--- src/hdl/intra_block_reconstruct_defines.svh ---
// Assertion macros shared by the intra block reconstruction RTL.
// Depends on a clock named i_clk and a synchronous active-low reset named i_rst_n.
`ifndef INTRA_BLOCK_RECONSTRUCT_DEFINES_SVH
`define INTRA_BLOCK_RECONSTRUCT_DEFINES_SVH

// The consequent must hold in the same cycle as the antecedent.
`define IBR_ASSERT_SAME(lbl, ante, cons, msg) \
    lbl: assert property (@(posedge i_clk) disable iff (!i_rst_n) (ante) |-> (cons)) \
        else $error(msg);

// The consequent must hold in the cycle after the antecedent.
`define IBR_ASSERT_NEXT(lbl, ante, cons, msg) \
    lbl: assert property (@(posedge i_clk) disable iff (!i_rst_n) (ante) |=> (cons)) \
        else $error(msg);

`endif

--- src/hdl/ibr_pkg.sv ---
// Types and constants for the intra block reconstruction block.
// Has no dependencies; used by ibr_predict and intra_block_reconstruct.
`timescale 1ns / 1ps

package ibr_pkg;

    localparam logic [7:0]  PIX_MID = 8'd128;
    localparam logic [63:0] ROW_MID = {8{8'h80}};

    typedef enum logic [1:0] {
        MODE_DC   = 2'd0,
        MODE_VERT = 2'd1,
        MODE_HORZ = 2'd2,
        MODE_DIAG = 2'd3
    } t_mode;

    typedef struct packed {
        logic signed [8:0] residual;
        t_mode             mode;
        logic [7:0]        block_row;
        logic [7:0]        block_col;
        logic [2:0]        pix_row;
        logic [2:0]        pix_col;
    } t_in_req;

    typedef struct packed {
        logic [7:0] pixel;
        logic       block_done;
    } t_out_req;

    typedef struct packed {
        logic [63:0] top;
        logic [63:0] left;
        logic [7:0]  corner;
        logic [7:0]  dc;
    } t_refs;

    function automatic logic [7:0] get_pix(input logic [63:0] row, input logic [2:0] idx);
        get_pix = row[{idx, 3'b000} +: 8];
    endfunction

endpackage

--- src/hdl/ibr_predict.sv ---
// Reference selection at block start and per-pixel prediction for all four modes.
// Depends on ibr_pkg.
`timescale 1ns / 1ps

module ibr_predict import ibr_pkg::*; (
    input  t_in_req     i_req,
    input  logic        i_start,
    input  t_refs       i_held,
    input  logic [63:0] i_line_row,
    input  logic [63:0] i_right_col,
    input  logic [7:0]  i_prev_top_last,
    output t_refs       o_refs,
    output logic [7:0]  o_pred
);

    t_refs       w_new;
    logic [11:0] w_sum;
    logic [2:0]  w_x;
    logic [2:0]  w_y;
    logic [2:0]  w_dx;
    logic [2:0]  w_dy;

    assign w_x  = i_req.pix_col;
    assign w_y  = i_req.pix_row;
    assign w_dx = w_x - w_y - 3'd1;
    assign w_dy = w_y - w_x - 3'd1;

    always_comb begin
        w_new.top    = (i_req.block_row != 8'd0) ? i_line_row : ROW_MID;
        w_new.left   = (i_req.block_col != 8'd0) ? i_right_col : ROW_MID;
        w_new.corner = (i_req.block_row != 8'd0 && i_req.block_col != 8'd0) ?
                       i_prev_top_last : PIX_MID;
        w_sum = 12'd0;
        for (int i = 0; i < 8; i++) begin
            w_sum = w_sum + 12'(get_pix(w_new.top, 3'(i)))
                          + 12'(get_pix(w_new.left, 3'(i)));
        end
        w_new.dc = w_sum[11:4];
    end

    assign o_refs = i_start ? w_new : i_held;

    always_comb begin
        unique case (i_req.mode)
            MODE_DC:   o_pred = o_refs.dc;
            MODE_VERT: o_pred = get_pix(o_refs.top, w_x);
            MODE_HORZ: o_pred = get_pix(o_refs.left, w_y);
            MODE_DIAG: begin
                if (w_x > w_y) begin
                    o_pred = get_pix(o_refs.top, w_dx);
                end else if (w_x == w_y) begin
                    o_pred = o_refs.corner;
                end else begin
                    o_pred = get_pix(o_refs.left, w_dy);
                end
            end
            default:   o_pred = o_refs.dc;
        endcase
    end

endmodule

--- config.mk ---
export PLATFORM = sky130hd
export DESIGN_NAME = ibr_predict
export DESIGN_NICKNAME = d
export VERILOG_FILES = /design/src/hdl/intra_block_reconstruct_defines.svh /design/src/hdl/ibr_pkg.sv /design/src/hdl/ibr_predict.sv
export SDC_FILE = /design/constraint.sdc
export NUM_CORES = 1
export LEC_CHECK = 0
export ABC_AREA = 1
export BUFFER_PORTS_ARGS = -buffer_cell sky130_fd_sc_hd__buf_2
export CORE_AREA = 4 4 178 180
export DETAILED_ROUTE_END_ITERATION = 16
export DIE_AREA = 0 0 182 184
export GPL_TIMING_DRIVEN = 1
export SLEW_MARGIN = 10
export SYNTH_ARGS = -nofsm -noshare
export SYNTH_HDL_FRONTEND = slang
export SYNTH_SLANG_ARGS = --single-unit
--- constraint.sdc ---
create_clock -name vclk -period 15.4
set_clock_uncertainty 0.15 [all_clocks]
set_input_delay 1.54 -clock vclk [all_inputs]
set_output_delay 1.54 -clock vclk [all_outputs]
set_load 0.02 [all_outputs]
==> qor.yml <==
outcome:
  outcome: "finished clean"
critical_path:
  crit_top_cell: "inv_1"
  worstPathRequired_ps: 13710
  critical_path_class: "in -> out"
  start_kind: "input port"
  crit_family: "adder cells"
  critPathBufInv: 10
  cp_max_fo: 56
  cp-end-kind: "output port"
  cp_slowest_stage_delay_ps: 540
  crit_path_top_delay_cell: "fa_1"
  cp.arrival_ps: 8020
  crit_cells: 31
logic_synthesis:
  ys_types: 37
  synth_compound_area_share_pct: 7.06
  synth.area.mux_share_pct: 0
  synth-seq-area-share_pct: 0
  synthSimpleGateAreaFrac_pct: 49.5
  yosys.area.top_type: "fa_1"
  synthAdderAreaFrac_pct: 26.4
  avgSynthCellArea_sq_um: 5.68
  yosysTopAreaCellShare_pct: 23.3
  synth.area.top_cells: "fa_1 23%, nand3_1 21%, nand2_1 19%"
  ys.warnings.count: 0
  synth_common_cells: "485 x nand2_1, 396 x nand3_1, 267 x inv_1, 109 x fa_1, 73 x nor2_1"
  syn_nets: 2092
  syn_inst: 1646
  synth_top_family_by_area: "simple AND/OR/NAND/NOR gates"
  synthXorXnorAreaFrac_pct: 0.469
  synth_most_common_cell: "nand2_1"
  netlist_area_sq_um: 9350
drt:
  drc: 0
  wl_met2_um: 23500
  vias: 12439
  wl_met1_um: 18800
  first_iter_violations: 896
  avgViaCountPerCell: 5.15
  drt-pass1-iter-count: 6
  wl_per_cell_um: 19.7
  wl_um: 47500
  wl_met3_um: 3610
  ant_nets: 0
  highest_layer: "met5"
sta:
  max-slew-margin-rel_pct: 27.4
  whs_ps: 3280
  fmaxAchievable_ghz: 0.103
  timing.final.crit_period_ps: 9710
  fin_crit_sh_pct: 63.0
  hold_violations: 0
  rsz0062_at_grt: "false"
  setup_tns_ps: 0
  slew_viol_final: 0
  tightestPinTransition_ps: 1080
  final-setup-viol-count: 0
floorplanning:
  die-area_sq_um: 33500
  die_h_um: 184
  coreArea_sq_um: 30200
  ios: 466
  rows: 64
  start_util_pct: 31.0
  die_w_um: 182
finish:
  area.growth.synth_to_final_pct: 25.7
  multiInputGateArea_sq_um: 7810
  seq_cells: 0
  final_net_count: 2464
  drive_gt1_share_pct: 24.6
  stdcell_count: 2415
  nFillCells: 3438
  seqCellArea_sq_um: 0
  post-route-util_pct: 38.9
  clock_buffer_count: 0
placement:
  io_buffers: 457
  place.gp.congestion: 0.922
  dp_hpwl_um: 38300
  dp.cells: 2412
pwr:
  ir_drop_v: 0.000307
  power_density_nw_per_um2: 200
  power_leakage_nw: 7.02
hold_path:
  hp-class: "in -> out"
  hold_depth: 3
  min-delay-start: "i_held[87]"
  whs_endpoint: "o_refs[87]"
run:
  drv_cap: 0
grt:
  antenna_found_initial: 3
  grt_start_max_net_pins: 86
  globalRouteOverflowTotal: 0
  grt_pass1_vias: 12159
  track_usage_pct: 26.8
  grt_pass1_wl_um: 70800
clock_tree:
  cts_hold_buffers: 0
  cts_resized: 0
  postCtsSetupBuffers: 0
## where the power goes
| group | switching [mW] | internal, mW | leakage (nW) |
|---|---|---|---|
| sequential | 0 | 0 | 0 |
| combinational | 1.48 | 0.874 | 7.02 |
| clock | 0 | 0.0000000261 | 0.0000190 |
| total | 1.48 | 0.874 | 7.02 |
## kinds of logic (layout without fill, tap and decap cells)
kind of cell             count (synthesis)  after routing
AND/OR/NAND/NOR                       1036           1036
adder cells (fa/ha/maj)                132            132
other                                    0              3
AO/OA/AOI/OAI                           99             99
XOR/XNOR                                 5              5
buffers and inverters                  374            744
## layer usage
layer  up-vias  global-route usage [%]
li1       5942                       -
met1      5808                    34.3
met2       606                    47.8
met3        81                    2.99
met4         2                    7.27
met5         -                       0
## worst max path at each step
stage              start        end  slack (ps)
3_3_place_gp   i_req[12]  o_pred[5]        5730
6_report       i_req[20]  o_pred[7]        5690
2_1_floorplan  i_req[20]  o_pred[3]        6430
3_5_place_dp   i_req[20]  o_pred[7]        5670
5_1_grt        i_req[16]  o_pred[7]        5200
4_1_cts        i_req[20]  o_pred[7]        5660
## metrics by stage
| stage | instance area, sq um | setup slack (ps) | total power, mW |
|---|---|---|---|
| global placement | 11700 | 5730 | 2.34 |
| finish | 11700 | 5690 | 2.35 |
| CTS | 11700 | 5660 | 2.38 |
| global route | 11700 | 5200 | 2.68 |
| detailed placement | 11700 | 5670 | 2.37 |
| floorplan | 9350 | 6430 | 1.69 |
## cell type report
class	count	share of cell area [%]
Inverter	272	8.72
Multi-Input combinational cell	1272	66.5
Tap cell	396	4.22
Antenna cell	3	0.0639
Timing Repair Buffer	472	20.5
## cell usage in the layout, fill, tap and decap left out
master,n
nand4_1,5
inv_1,266
o31ai_1,1
a21boi_1,1
inv_2,2
and2_1,51
nor2_2,1
inv_4,1
a21oi_1,7
xnor2_1,2
nand3_2,8
a21boi_0,2
nor3_1,1
nand3b_1,6
buf_4,15
o21a_1,13
o211ai_1,43
nor3b_1,1
o21ai_0,18
nand2_4,1
nor2_1,73
nand2_2,1
ha_2,1
ha_1,22
nor4_1,1
buf_2,456
or2_1,1
or2_2,6
xor2_1,3
nand3_1,396
o21ai_1,10
buf_6,1
clkinv_1,3
a221oi_1,1
nand2_1,484
fa_1,109
o21ai_2,2
diode_2,3
a21o_1,1
Power figures use the tool's default switching activity.
